File: config.mk
export PLATFORM = sky130hd
export DESIGN_NAME = d2q_mulq
export DESIGN_NICKNAME = d
export VERILOG_FILES = /design/src/rtl/core/d2q_mulq.sv
export SDC_FILE = /design/constraint.sdc
export NUM_CORES = 2
export LEC_CHECK = 0
export BUFFER_PORTS_ARGS = -buffer_cell sky130_fd_sc_hd__buf_2
export CAP_MARGIN = 30
export CORE_MARGIN = 1.5
export CORE_UTILIZATION = 35
export DETAILED_ROUTE_END_ITERATION = 10
export GPL_TIMING_DRIVEN = 0
export PLACE_DENSITY = 0.56
export SYNTH_ARGS = -nofsm -noshare
export SYNTH_HDL_FRONTEND = slang
export SYNTH_SLANG_ARGS = --single-unit
File: constraint.sdc
create_clock -name clk -period 18.2 [get_ports clk]
set_input_delay 2.73 -clock clk [delete_from_list [all_inputs] [get_ports clk]]
set_output_delay 2.73 -clock clk [all_outputs]
set_load 0.02 [all_outputs]
File: src/rtl/core/d2q_mulq.sv
// ----------------------------------------------------------------------------
// d2q_mulq
// two-stage fixed point multiply, round half away from zero, saturate
// ----------------------------------------------------------------------------
`default_nettype none

module d2q_mulq #(
    parameter int AW = 32,
    parameter int BW = 32,
    parameter int W  = 32,
    parameter int F  = 24
) (
    input  wire logic                 clk,
    input  wire logic                 en,
    input  wire logic signed [AW-1:0] a,
    input  wire logic signed [BW-1:0] b,
    output logic signed      [W-1:0]  y
);

    localparam int PW = AW + BW;
    localparam logic [PW:0]  HALF  = (PW+1)'(1) << (F - 1);
    localparam logic [PW:0]  LIM_P = ((PW+1)'(1) << (W - 1)) - (PW+1)'(1);
    localparam logic [PW:0]  LIM_N = (PW+1)'(1) << (W - 1);
    localparam logic [W-1:0] MAXP  = {1'b0, {(W-1){1'b1}}};
    localparam logic [W-1:0] MINN  = {1'b1, {(W-1){1'b0}}};

    logic signed [PW-1:0] prod_reg;
    logic signed [W-1:0]  y_reg;
    logic                 neg;
    logic [PW-1:0]        mag;
    logic [PW:0]          rnd;

    always_ff @(posedge clk)
    begin
        if (en)
            prod_reg <= a * b;
    end

    assign neg = prod_reg[PW-1];
    assign mag = neg ? PW'(-prod_reg) : PW'(prod_reg);
    assign rnd = ({1'b0, mag} + HALF) >> F;

    always_ff @(posedge clk)
    begin
        if (en)
        begin
            if (neg)
                y_reg <= (rnd > LIM_N) ? MINN : -rnd[W-1:0];
            else
                y_reg <= (rnd > LIM_P) ? MAXP : rnd[W-1:0];
        end
    end

    assign y = y_reg;

endmodule

`default_nettype wire

=== Yosys cells after proc, flatten, opt, wreduce, memory -nomap -nowiden ===
Cells that the tools add are included.

* Logic and storage cells: 12
* Input port bits: 66
* ROM bits: 0
* Flip-flop bits (word level): 96
* Output and inout port bits: 32
* Latch bits: 0
* Memories kept: 0
* RAM bits: 0

* Shifts and indexed selects: 0
* $mul: 1
* Reductions and logical operators: 0
* Multiplexer cells: 4
* Magnitude comparators: 2
* Div/mod/pow operators: 0
* Bitwise logic cells: 0
* Equality and inequality tests: 0
* Add/subtract/negate cells: 3

{| class="wikitable"
|+ Operators with widths
! operator !! number
|-
| $mux 32 || 3
|-
| $add 64x24->65 const B || 1
|-
| $mul 32x32->64 || 1
|-
| $mux 64 || 1
|-
| $neg 64->64 || 1
|-
| $gt 41x31->1 const B || 1
|-
| $gt 41x32->1 const B || 1
|-
| $neg 32->32 || 1
|}

=== Logic depth before layout (Yosys ltp) ===
* Depth after elaboration: 6
* Depth in mapped cells: 30
* Gate-level depth less buffers: 29

=== Worst setup path after synthesis ===
Ideal clock, no wire load.

* Path kind: in2reg
* Start: input port a[31]
* End: register prod_reg[62] (data pin)
* Path slack: 7.937 ns
* Buffers on the path: 1
* Stages on the path: 27
* Setup time: 0.263 ns
* Arrival: 10.000 ns
* Cell sequence: clkbuf_1 -> nand2_1 -> inv_1 -> fa_1 -> inv_1 -> fa_1 -> inv_1 -> fa_1 -> fa_1 -> inv_1 -> fa_1 -> inv_1 -> fa_1 -> inv_1 -> fa_1 -> inv_1 -> fa_1 -> ha_1 -> a21o_1 -> a21oi_1 -> and3b_1 -> a211oi_1 -> nor2_1 -> a21oi_1 -> a221o_1 -> a311oi_1 -> xnor2_1

* Cells in the longest elaborated chain, start to end: 1

{| class="wikitable"
|+ Ends and longest elaborated chain
! element !! RTL line !! source
|-
| start: declaration || 15 || <nowiki>input wire logic signed [AW-1:0] a,</nowiki>
|-
| $mul 32x32->64 || 36 || <nowiki>prod_reg <= a * b;</nowiki>
|-
| end signal: assignment || 36 ||
|-
| end: declaration || 27 || <nowiki>logic signed [PW-1:0] prod_reg;</nowiki>
|}

No other way between the ends.
A chain may end at the register's enable or synchronous reset.

=== Worst setup path after layout ===
* Start: input port a[17]
* End: register prod_reg[63] (data pin)

The elaborated chain is that of the path after synthesis.

==> run summary <==
- Starting DRT DRC Count: 3,291
- sequential element share of the synthesized area: 0.0668
- total clock buffers created by CTS: 9
- capturing element type of the critical path: flop
- Synth warnings: 0
- global-route wire length before repair: 240 mm
- aggregate global-route resource usage: 0.265
- Final min period: 12.67 ns
- setup repair after global routing missed its margin: no
- vias in the first global route: 34,900
- top post-synthesis cells by count: sky130_fd_sc_hd__fa_1 (1,082), sky130_fd_sc_hd__inv_1 (994), sky130_fd_sc_hd__nand2_1 (552)
- mean instance size in the synthesized netlist: 9.37 um2
- Max Cap Viol: 0
- leading cell types by total area after synthesis: sky130_fd_sc_hd__fa_1 (50%), sky130_fd_sc_hd__inv_1 (8.6%), sky130_fd_sc_hd__and2_1 (7.6%)
- required time reported for the critical path endpoint: 18.37 ns
- max reg flops: 64
- horizontal die dimension: 354 um
- Residual DRC: 0
- setup bufs post-CTS: 0
- clock buffer depth: 2
- count of clock tree sinks: 96
- number of nets with antenna violations after detailed routing: 0
- number of different library cells in the post-synthesis netlist: 80
- CP arrival: 12.84 ns
- IO buf count: 97
- post-synthesis to final-layout area growth: 8.00%
- ys async rst share: 0
- wire length per cell after detailed routing: 25.6 um
- post-synth top area share: 0.502
- post-CTS sizing: 0
- total number of nets in the final design: 6,087
- total die area: 125,000 um2
- Initial Util: 0.353
- wirelength, routed: 164 mm
- Hold/Removal Path Class: reg2reg
- Peak Freq: 78.9 MHz
- initial antenna violation count: 22
- GPL Wtd Cong: 1.00
- vias: 33,800
- worst-skew pair later-pin latency: 0.39 ns
- Final Setup Violations: 0
- num ports: 98
- number of placement rows: 128
- Fillers: 12,400
- top-count cell post-synth: sky130_fd_sc_hd__fa_1
- run status: finished clean
- share of the cycle needed by the critical path after routing: 0.696
- biggest area consumer among synthesized cells: sky130_fd_sc_hd__fa_1
- vertical die dimension: 354 um
- number of synthesized register bits: 96
- worst-case clock skew: 0.0123 ns
- Slew HR: 0.224
- fraction of final layout cells sized beyond drive strength 1: 0.0448
- Final Hold Vio Count: 0
- Crit Path Class: in2reg
- post-synthesis instance total: 4,601
- length of the first detailed-routing pass in iterations: 6
- actual transition at the worst max-transition pin: 1.16 ns
- placeable core region: 122,000 um2
- grt ovf: 0
- slowest cell on the critical path: sky130_fd_sc_hd__clkbuf_1
- post-detailed-placement half-perimeter wirelength: 138 mm
- hold buffer count at cts: 0
- root buffer cell: sky130_fd_sc_hd__clkbuf_16
- launching element type of the critical path: input port
- average vias per placed instance: 5.29
- net count of the mapped netlist: 5,936
- number of synthesized flops with an enable pin: 96
- Primary FF master, synth: sky130_fd_sc_hd__edfxtp_1
- clock transition at the register clock pins on the worst setup and hold paths after CTS: 0.07 ns
- worst-path maximum fanout: 10
- TritonCTS clock tree: yes
- pin count of the biggest net entering global routing: 74
- H-tree depth reported by CTS: 3
- Pins Over Slew Limit: 0
- Crit path top cell by count: sky130_fd_sc_hd__fa_1
- Netlist Area Pre-Place: 43,100 um2
- delay of the slowest cell on the worst path: 0.80 ns
- total negative slack: 0 ns
## path summary, 6_finish.rpt
check,from,end,slack [ns],cells after the start
max,a[17],prod_reg[63]$_DFFE_PP_,5.53,26
min reg2reg,prod_reg[54]$_DFFE_PP_,y[30]$_DFFE_PP_,1.04,4
max reg2reg,prod_reg[63]$_DFFE_PP_,y[14]$_DFFE_PP_,8.51,25
min,prod_reg[54]$_DFFE_PP_,y[30]$_DFFE_PP_,1.04,4
## stage by stage
step                      hold WS [ns]  worst slack, ns  instance area, um2  cells  utilization
after floorplan                  0.862             7.94               43100   4601            -
after global placement           0.981             5.17               45700   6323        0.374
after detailed placement         0.992             5.32               46200   6359        0.378
after CTS                         1.01             5.72               46500   6375        0.381
after global routing              1.07             5.31               46600   6383        0.382
final                             1.04             5.53               46600   6391        0.382
## worst max-delay path, delay by kind of cell
| family | cells | cell delay (ns) |
|---|---|---|
| compound gates | 8 | 2.73 |
| simple gates | 4 | 1.02 |
| buf+inv | 4 | 1.39 |
| fa+ha+maj | 9 | 4.62 |
| xor+xnor | 1 | 0.31 |
## cell usage in the layout, fill, tap and decap left out, types with 9 or more instances in the layout
cell                        netlist  layout
sky130_fd_sc_hd__buf_2            7     103
sky130_fd_sc_hd__a31oi_1         16      16
sky130_fd_sc_hd__nor4_1          38      38
sky130_fd_sc_hd__buf_8            0      31
sky130_fd_sc_hd__a211oi_1        16      16
sky130_fd_sc_hd__and2_1         526     526
sky130_fd_sc_hd__diode_2          0       9
sky130_fd_sc_hd__ha_1           187     187
sky130_fd_sc_hd__a21oi_1         80      80
sky130_fd_sc_hd__and3_1          16      16
sky130_fd_sc_hd__xor2_1          47      47
sky130_fd_sc_hd__inv_1          994     994
sky130_fd_sc_hd__nor2b_1         16      16
sky130_fd_sc_hd__or3_1           22      22
sky130_fd_sc_hd__clkbuf_1       233     233
sky130_fd_sc_hd__nor3_1          33      33
sky130_fd_sc_hd__nand2b_1        27      27
sky130_fd_sc_hd__a21o_1          43      43
sky130_fd_sc_hd__clkbuf_16        0       9
sky130_fd_sc_hd__o31ai_1         15      15
sky130_fd_sc_hd__xnor2_1         87      87
sky130_fd_sc_hd__o21ai_0         54      54
sky130_fd_sc_hd__nand4_1         31      31
sky130_fd_sc_hd__edfxtp_1        96      96
sky130_fd_sc_hd__fa_1          1082    1081
sky130_fd_sc_hd__o211ai_1        17      17
sky130_fd_sc_hd__o22ai_1         16      16
sky130_fd_sc_hd__or4_1           14      14
sky130_fd_sc_hd__buf_6            3      11
sky130_fd_sc_hd__nor2_1          99      99
sky130_fd_sc_hd__nand2_1        552     552
sky130_fd_sc_hd__o21bai_1        13      13
sky130_fd_sc_hd__nand3_1         49      49
## area by class of cell
cell class | count | area [um2] | area share
multi-input cells | 3263 | 35600 | 0.763
inverters | 995 | 3730 | 0.0802
flip-flops and latches | 96 | 2880 | 0.0619
well taps | 1625 | 2030 | 0.0436
repair buffers | 140 | 1090 | 0.0234
plain buffers | 247 | 958 | 0.0206
clock buffers | 9 | 225 | 0.00483
clock inverters | 7 | 76.3 | 0.00164
diodes | 9 | 22.5 | 0.000483
## per-layer routing
metal | track usage | routed length [um] | share of wire | vias up
met5 | 0 | 95 | 0.00058 | -
met4 | 0.113 | 8050 | 0.049 | 16
met3 | 0.0856 | 19900 | 0.12 | 394
met2 | 0.401 | 71200 | 0.43 | 1934
met1 | 0.347 | 64500 | 0.39 | 17200
li1 | - | - | - | 14200
## kinds of logic (layout without fill, tap and decap cells)
group                    after synthesis  in the layout  synth area share
AND/OR/NAND/NOR                     1467           1467             0.176
adder cells (fa/ha/maj)             1269           1269             0.556
buffers and inverters               1242           1398             0.109
AO/OA/AOI/OAI                        380            380            0.0616
XOR/XNOR                             134            134            0.0272
flip-flops                            96             96            0.0668
multiplexers                          13             13           0.00316
other                                  0              9                 0
Power is left out: the tool's default activity adds up to more than one toggle a clock period on the data nets, which glitch-free logic cannot reach.
